[src/hw/rtl/pcte_ram.sv]
// Simple dual-port synchronous RAM, one write and one registered read.
`default_nettype none

module pcte_ram #(
    parameter int WIDTH = 32,
    parameter int DEPTH = 64,
    parameter int AW    = $clog2(DEPTH)
) (
    input  wire logic             i_clk,
    input  wire logic             i_wr_en,
    input  wire logic [AW-1:0]    i_wr_addr,
    input  wire logic [WIDTH-1:0] i_wr_data,
    input  wire logic [AW-1:0]    i_rd_addr,
    output logic      [WIDTH-1:0] o_rd_data
);

    logic [WIDTH-1:0] mem [DEPTH];

    always_ff @(posedge i_clk) begin
        if (i_wr_en) begin
            mem[i_wr_addr] <= i_wr_data;
        end
        o_rd_data <= mem[i_rd_addr];
    end

endmodule

`default_nettype wire

[config.mk]
export PLATFORM = sky130hd
export DESIGN_NAME = pcte_ram
export DESIGN_NICKNAME = d
export VERILOG_FILES = /design/src/hw/rtl/pcte_ram.sv
export SDC_FILE = /design/constraint.sdc
export NUM_CORES = 2
export LEC_CHECK = 0
export ABC_AREA = 1
export BUFFER_PORTS_ARGS = -buffer_cell sky130_fd_sc_hd__buf_2
export CORE_UTILIZATION = 25
export CTS_BUF_LIST = sky130_fd_sc_hd__clkbuf_8 sky130_fd_sc_hd__clkbuf_16
export DETAILED_ROUTE_END_ITERATION = 8
export PLACE_DENSITY_LB_ADDON = 0.12
export SLEW_MARGIN = 40
export SYNTH_ARGS = -nofsm -noshare
export SYNTH_HDL_FRONTEND = slang
export SYNTH_SLANG_ARGS = --single-unit
[constraint.sdc]
create_clock -name i_clk -period 13.89 [get_ports i_clk]
set_input_delay 4.167 -clock i_clk [delete_from_list [all_inputs] [get_ports i_clk]]
set_output_delay 4.167 -clock i_clk [all_outputs]
set_load 0.02 [all_outputs]
==> impl_metrics.toml <==
[finish]
final_cell_mix = "nand2_1, edfxtp_1, nand3_1, clkbuf_16, buf_4"
final_core_util_pct = 29.2
stdcell_area_um2 = 95900
nNetsFinal = 6867
drive_above_1_share_pct = 9.08
synthToLayoutAreaGrowth_pct = 15.9
final_common_cell = "nand2_1"

[setup_path]
critPathMaxStageDelay_ns = 0.69
cp-end-kind = "register"
critical_path_class = "primary input to register"
cp-start-kind = "primary input"
crit_required_ns = 14.70
arrival_ns = 7.92
crit_chain = "buf_8, buf_12, buf_12, buf_4, nand2_1, nand3_1, nand3_1, nand3_1, nand3_1, nand2_1, nand2_1, nand2_1"
crit_fanout = 147
timing.critical_path.slowest_stage_cell = "buf_4"

[global_routing]
grt_use_total_pct = 17.6
grt_pass1_vias = 52311
grt_pass1_wl_mm = 418
grt_antenna_before_repair = 24
grt_overflow = 0
grt_max_degree = 156

[cts]
cts_hold_buf = 0
cts_tree = "done"
insertion_delay_ns = 0.91
clock_path_buffers = 4
cts-root-buf = "clkbuf_16"
clk_pin_slew_ns = 0.06
cts_resized = 0
cts_setup_buffers = 0
cts_inserted_buffers = 236
htreeDepth = 4
cts_num_sinks = 2080

[drt]
initialDrtViolationCount = 4041
drtPass1Iterations = 6
finalWirelength_mm = 299
vias_per_cell = 4.65
ant_nets = 0
wl_per_cell_um = 26.3
drcViolationCount = 0
via_count = 52817

[place]
post-dp-hpwl_mm = 151
placed_area_um2 = 88600
portBuffers = 77
gp_congestion = 0.749

[sta]
fmax_mhz = 141
hold_violations = 0
setup_viol = 0
fin_crit_sh_pct = 51.2
tns_ns = 0
fin_crit_ns = 7.11
tightest_slew_ns = 1.00
rsz0062_at_grt = "no"
fin_skew_ns = 0.0531
slew_headroom_pct = 33.1
drv_slew = 0

[yosys]
ys_ff_latch = 2080
yosys.area.top_type = "edfxtp_1"
ys_seq_area_share_pct = 75.1
synth_top_area_share_pct = 74.3
avgSynthCellArea_um2 = 12.2
syn_inst = 6769
syn-cell-area_um2 = 82700
synthTopCellsByArea = "edfxtp_1, nand3_1, nand2_1, buf_2, dfxtp_1"
synth.distinct_cells = 16
yosys_warnings = 0
synth_nets = 6815

[pwr]
p_leak_nw = 33.1
combPwrFrac_pct = 6.2
p_sw_w = 0.00326
p_int_w = 0.0104
p_seq_share_pct = 51.2
p_per_area_nw_per_um2 = 142
peakVddDrop_mv = 0.0950
switching_share_pct = 23.9
pwr-share-clk_pct = 42.5

[status]
status = "completed"

[die]
ios = 78
rows = 210
dieArea_um2 = 333000
core_um2 = 328000
start_util_pct = 25.2
fp.dieH_um = 577
chipWidth_um = 577

[worst_hold_path]
min_path_type = "register to register"

[job]
max-cap-violations = 0
-- Yosys cell counts --
| master | instances |
|---|---|
| buf_1 | 40 |
| buf_2 | 282 |
| buf_4 | 45 |
| buf_6 | 3 |
| buf_8 | 2 |
| clkbuf_1 | 77 |
| dfxtp_1 | 32 |
| edfxtp_1 | 2048 |
| inv_1 | 9 |
| inv_2 | 2 |
| inv_4 | 1 |
| nand2_1 | 2248 |
| nand3_1 | 1907 |
| nand4_1 | 9 |
| nor2_1 | 56 |
| nor4_1 | 8 |
-- final timing paths --
kind                            slack (ns)  cells after the start    startpoint             to
worst max-delay path                  6.78                     12  i_rd_addr[0]   o_rd_data[8]
worst min-delay path                  0.78                      8   mem[58][24]  o_rd_data[24]
worst max register to register       12.11                      8   mem[23][10]  o_rd_data[10]
worst min register to register        0.78                      8   mem[58][24]  o_rd_data[24]
-- stage by stage --
stage / worst slack [ns] / hold WS, ns / cells / power (W)
2_1_floorplan: 5.59 / 0.721 / 6769 / 0.00754
3_3_place_gp: 5.68 / 0.819 / 10908 / 0.00800
3_5_place_dp: 5.93 / 0.803 / 10922 / 0.00801
4_1_cts: 6.87 / 0.774 / 11345 / 0.0138
5_1_grt: 6.61 / 0.885 / 11355 / 0.0141
6_report: 6.78 / 0.777 / 11370 / 0.0137
-- critical path, delay by kind of cell --
kind	cells	cell delay, ns
buffers and inverters	4	2.26
and+or+nand+nor	8	1.09
-- kinds of logic after synthesis --
| group | share of synthesized area [%] |
|---|---|
| and+or+nand+nor | 22.1 |
| DFF | 75.1 |
| buffers and inverters | 2.78 |
-- registers in the layout, indices dropped and copies added, names as in the netlist --
| signal | flops |
|---|---|
| o_rd_data | 32 |
| mem | 2048 |
-- routing by layer --
metal / track usage (%) / vias to the layer above / share of wire (%)
li1: - / 24268 / -
met1: 22.8 / 27073 / 44
met2: 30.9 / 1103 / 50
met3: 1.91 / 367 / 3.7
met4: 5.27 / 6 / 2.9
met5: 0 / - / 0.012
-- area by class of cell --
class | count | area (µm²)
fillers | 33220 | 232000
repair buffers | 263 | 2330
clock inverters | 171 | 913
clock buffers | 252 | 6150
well taps | 4346 | 5440
inverters | 12 | 93.8
multi-input cells | 4228 | 18800
diodes | 18 | 45.0
flip-flops and latches | 2080 | 62100
-- power by group through the flow --
stage	logic [W]	registers, W	clock network (W)
floorplan	0.000427	0.00711	0
global placement	0.000860	0.00714	0
detailed placement	0.000869	0.00714	0
CTS	0.000870	0.00701	0.00596
global route	0.000930	0.00700	0.00618
finish	0.000851	0.00700	0.00581
(Power assumes the default switching activity.)
