<file path="src/hw/rtl/pcte_pkg.sv">
// Shared types, codes and saturation helper for the cubic trajectory evaluator.
`default_nettype none

package pcte_pkg;

    localparam int DATA_W = 32;

    // input item kinds
    localparam logic [1:0] KIND_QUERY     = 2'd0;
    localparam logic [1:0] KIND_LOAD_MAIN = 2'd1;
    localparam logic [1:0] KIND_LOAD_DIV  = 2'd2;

    // configuration register indexes
    localparam logic [2:0] CFG_MAIN_COUNT = 3'd0;
    localparam logic [2:0] CFG_DIV_COUNT  = 3'd1;
    localparam logic [2:0] CFG_RESUME     = 3'd2;
    localparam logic [2:0] CFG_TIME_OFS   = 3'd3;
    localparam logic [2:0] CFG_SHIFT_X    = 3'd4;
    localparam logic [2:0] CFG_SHIFT_Y    = 3'd5;
    localparam logic [2:0] CFG_SHIFT_Z    = 3'd6;

    localparam logic [1:0] AXIS_YAW = 2'd3;

    // one axis of one segment, highest power first
    typedef struct packed {
        logic signed [DATA_W-1:0] c3;
        logic signed [DATA_W-1:0] c2;
        logic signed [DATA_W-1:0] c1;
        logic signed [DATA_W-1:0] c0;
    } t_coef_set;

    function automatic logic signed [DATA_W-1:0] f_sat32(input logic signed [65:0] v);
        logic signed [DATA_W-1:0] r;
        if (v > 66'sd2147483647) begin
            r = 32'sh7fffffff;
        end else if (v < -66'sd2147483648) begin
            r = 32'sh80000000;
        end else begin
            r = v[DATA_W-1:0];
        end
        return r;
    endfunction

endpackage

`default_nettype wire

</file>
<file path="src/hw/rtl/pcte_horner.sv">
// Iterative Horner unit: one multiply and one add-saturate per coefficient.
`default_nettype none

module pcte_horner #(
    parameter int FRACTION_BITS = 16
) (
    input  wire logic                    i_clk,
    input  wire logic                    i_rst_n,
    input  wire logic                    i_start,
    input  wire pcte_pkg::t_coef_set     i_coef,
    input  wire logic signed [31:0]      i_t,
    output logic                         o_done,
    output logic signed [31:0]           o_result
);

    logic                r_busy;
    logic                r_phase;   // 0 multiply, 1 add
    logic [1:0]          r_step;
    logic                r_done;
    logic signed [31:0]  r_acc;
    logic signed [63:0]  r_prod;
    logic signed [31:0]  r_t;
    pcte_pkg::t_coef_set r_coef;

    logic signed [31:0]  coef_next;
    logic signed [63:0]  prod_sh;
    logic signed [65:0]  sum;

    always_comb begin
        case (r_step)
            2'd1:    coef_next = r_coef.c2;
            2'd2:    coef_next = r_coef.c1;
            default: coef_next = r_coef.c0;
        endcase
        prod_sh = r_prod >>> FRACTION_BITS;   // floor
        sum     = 66'(prod_sh) + 66'(coef_next);
    end

    always_ff @(posedge i_clk) begin
        if (!i_rst_n) begin
            r_busy  <= 1'b0;
            r_phase <= 1'b0;
            r_step  <= 2'd0;
            r_done  <= 1'b0;
        end else begin
            r_done <= 1'b0;
            if (i_start) begin
                r_busy  <= 1'b1;
                r_phase <= 1'b0;
                r_step  <= 2'd1;
                r_acc   <= i_coef.c3;
                r_coef  <= i_coef;
                r_t     <= i_t;
            end else if (r_busy) begin
                if (!r_phase) begin
                    r_prod  <= r_acc * r_t;
                    r_phase <= 1'b1;
                end else begin
                    r_acc   <= pcte_pkg::f_sat32(sum);
                    r_phase <= 1'b0;
                    if (r_step == 2'd3) begin
                        r_busy <= 1'b0;
                        r_done <= 1'b1;
                    end else begin
                        r_step <= r_step + 2'd1;
                    end
                end
            end
        end
    end

    assign o_done   = r_done;
    assign o_result = r_acc;

endmodule

`default_nettype wire

</file>
<file path="config.mk">
export PLATFORM = sky130hd
export DESIGN_NAME = pcte_horner
export DESIGN_NICKNAME = d
export VERILOG_FILES = /design/src/hw/rtl/pcte_pkg.sv /design/src/hw/rtl/pcte_horner.sv
export SDC_FILE = /design/constraint.sdc
export NUM_CORES = 2
export LEC_CHECK = 0
export BUFFER_PORTS_ARGS = -buffer_cell sky130_fd_sc_hd__buf_2
export CORE_ASPECT_RATIO = 0.6
export CORE_MARGIN = 4
export CORE_UTILIZATION = 40
export DETAILED_ROUTE_END_ITERATION = 8
export GPL_TIMING_DRIVEN = 0
export PLACE_DENSITY = 0.66
export SLEW_MARGIN = 20
export SYNTH_ARGS = -nofsm -noshare
export SYNTH_HDL_FRONTEND = slang
export SYNTH_SLANG_ARGS = --single-unit
</file>
<file path="constraint.sdc">
create_clock -name i_clk -period 11.2 [get_ports i_clk]
set_input_delay 1.12 -clock i_clk [delete_from_list [all_inputs] [get_ports i_clk]]
set_output_delay 1.12 -clock i_clk [all_outputs]
set_load 0.03 [all_outputs]
</file>
==> flow_summary_export.csv <==
group,metric,value,unit
floorplanning,ios,196,
critical_path,worstPathRequired,11.59,ns
finish,nNetsFinal,6347,
routing,first_pass_iters,6,
routing,drt_iter0_markers,3903,
yosys,yosysTopAreaCell,"fa_1",
floorplanning,die_h,271,um
clocking,cts_tree,"built",
place,dp.cells,6363,
sta,clock_skew,0.0649,ns
sta,max_freq,98.8,MHz
routing,wl_per_cell,27.7,um
yosys,synth.distinct_cells,82,
critical_path,arrival,10.51,ns
sta,slew_headroom,18.7,%
min_path,hp-class,"reg -> reg",
critical_path,critical_path.startpoint_type,"flip-flop",
grt,grtUsageMet3,15.9,%
floorplanning,die_w,446,um
finish,fin_cells,6419,
critical_path,critical_path_class,"reg -> reg",
yosys,syn_inst,4640,
sta,setup_violations,0,
yosys,syn_area,46100,um^2
yosys,yosysWarnings,0,
flow_run,drv_cap,0,
routing,vias,34700,
finish,nFillCells,11100,
clocking,cts_max_level,1,
clocking,postCtsSetupBuffers,0,
yosys,ys_seq_area_share,13.8,%
finish,syn2layout_area_growth,8.46,%
floorplanning,start_util,40.3,%
grt,grt.overflow.total,0,
yosys,synth_top_area_share,47.0,%
clocking,cts-root-buf,"clkbuf_16",
routing,route.detailed.drc,0,
sta,fin_crit_sh,90.4,%
yosys,synth-seq-cells,213,
yosys,synthTopCellsByArea,"fa_1, edfxtp_1, inv_1, and2_1, ha_1",
critical_path,critPathCaptureType,"flip-flop",
grt,grt.met2_usage,37.3,%
yosys,synth_fp_nets,6116,
finish,drive_gt1_share,6.32,%
finish,regArea,6350,um^2
yosys,synth_commonest_cells,"fa_1, inv_1, nand2_1, and2_1, ha_1",
grt,grt_pass1_wl,260,mm
sta,worstMarginPinSlew,1.22,ns
routing,via_per_inst,5.41,
floorplanning,rows,96,
status,status,"complete, no violations",
grt,grt_pass1_vias,35600,
clocking,cts_resized,0,
sta,rsz0062_at_grt,"no",
clocking,cts.path.max_buffers,3,
sta,hold_viol,0,
floorplanning,dieArea,121000,um^2
grt,grt_max_degree,51,
routing,finalWirelength,178,mm
grt,grtUsageTotal,30.1,%
yosys,synth_enable_flop_cells,208,
yosys,syn_area_per_cell,9.94,um^2
place,io_buffers,195,
routing,ant_nets,0,
clocking,worstSkewPairLatency,0.66,ns
place,placed_area,49100,um^2
finish,stdcell_area,50000,um^2
sta,slew_violations,0,
sta,period_needed,10.12,ns
place,dp_hpwl,154,mm
grt,antenna_found_initial,18,
finish,multiInputGateArea,35200,um^2
place,place_congestion,1.04,
yosys,yosys.cell_count.top_type,"fa_1",
clocking,path_clk_slew,0.07,ns
clocking,hold_buffers,0,
grt,gr-max-usage-layer,"met1",
clocking,cts-buffers-inserted,25,
yosys,synth_flop_cell,"edfxtp_1",
floorplanning,core,114000,um^2
sta,tns,0,ns
clocking,clock-sinks,213,
yosys,ys_async_sr_fraction,0,%
grt,grtUsageMet1,45.6,%
critical_path,path_max_fanout,10,
==> routing by layer <==
metal  routed length [um]  up-vias  part of all wire (%)
li1                     -    14500                     -
met1                78800    18000                    44
met2                65300     2110                    37
met3                30300      175                    17
met4                 3290       10                   1.8
met5                  241        -                  0.14
==> area by class of cell <==
| type | count | share of cell area, % |
|---|---|---|
| flip-flops and latches | 213 | 12.7 |
| diodes | 11 | 0.0550 |
| inverters | 983 | 7.38 |
| repair buffers | 204 | 2.21 |
| well taps | 1519 | 3.80 |
| clock inverters | 15 | 0.353 |
| plain buffers | 237 | 1.88 |
| multi-input cells | 3207 | 70.3 |
| clock buffers | 30 | 1.33 |
==> cell families (layout without fill, tap and decap cells) <==
| family | count (synthesis) | count (layout) | synth area share [%] |
|---|---|---|---|
| flip-flops | 213 | 213 | 13.8 |
| other | 0 | 11 | 0 |
| adder cells (fa/ha/maj) | 1313 | 1313 | 53.2 |
| buffers and inverters | 1220 | 1469 | 10.0 |
| multiplexers | 7 | 7 | 0.160 |
| AO/OA/AOI/OAI | 425 | 425 | 6.22 |
| AND/OR/NAND/NOR | 1368 | 1368 | 14.8 |
| XOR/XNOR | 94 | 94 | 1.79 |
==> registers in the layout (all words and copies together) (netlist names) <==
register  count
r_prod       48
o_result     32
r_t          32
r_step        2
o_done        1
r_coef       96
r_busy        1
r_phase       1
==> path summary, 6_finish.rpt <==
| kind | from | to | slack, ns | depth (start not counted) |
|---|---|---|---|---|
| max | r_t[6] | r_prod[62] | 1.08 | 27 |
| min | r_busy | r_phase | 0.55 | 2 |
| max reg2reg | r_t[6] | r_prod[62] | 1.08 | 27 |
| min reg2reg | r_busy | r_phase | 0.55 | 2 |
==> through the flow <==
| step | worst slack, ns | util, % | hold slack [ns] |
|---|---|---|---|
| after floorplan | 3.27 | - | 0.498 |
| after detailed placement | 1.53 | 43.0 | 0.548 |
| after CTS | 1.38 | 43.7 | 0.556 |
| final | 1.08 | 43.7 | 0.552 |
| after global routing | 0.740 | 43.7 | 0.576 |
| after global placement | 1.54 | 42.8 | 0.523 |
==> worst max-delay path: stages (launching register included) <==
cell and delay (ns):
edfxtp_1 0.57, clkbuf_1 0.91, nand2_1 0.24, inv_1 0.15, fa_1 0.43, inv_1 0.25
fa_1 0.47, inv_1 0.21, fa_1 0.50, fa_1 0.99, inv_1 0.49, fa_1 0.62
inv_1 0.05, fa_1 0.53, inv_1 0.06, fa_1 0.74, inv_1 0.12, fa_1 0.40
ha_1 0.28, clkbuf_1 0.24, a21oi_1 0.11, o21ai_0 0.18, a21oi_1 0.13, nand3_1 0.11
o211ai_1 0.10, a31oi_1 0.46, a311oi_1 0.20, xnor2_1 0.31
==> placed cells by master, fill, tap and decap left out, types with 9 or more instances in the layout <==
| cell | instances |
|---|---|
| fa_1 | 1081 |
| inv_1 | 982 |
| nand2_1 | 637 |
| and2_1 | 505 |
| ha_1 | 231 |
| clkbuf_1 | 222 |
| edfxtp_1 | 208 |
| buf_2 | 205 |
| a21oi_1 | 116 |
| o21ai_0 | 92 |
| xnor2_1 | 65 |
| nor2_1 | 62 |
| nor2b_1 | 39 |
| a22oi_1 | 33 |
| a21o_1 | 31 |
| xor2_1 | 29 |
| clkbuf_16 | 25 |
| nand3_1 | 22 |
| nor3_1 | 21 |
| nand4_1 | 20 |
| a2bb2oi_1 | 20 |
| nand2b_1 | 19 |
| o211ai_1 | 15 |
| o21a_1 | 12 |
| diode_2 | 11 |
| a2bb2oi_2 | 11 |
| and3_1 | 9 |
| o21bai_1 | 9 |
Power is left out: the tool's default activity adds up to more than one toggle a clock period on the data nets, which glitch-free logic cannot reach.
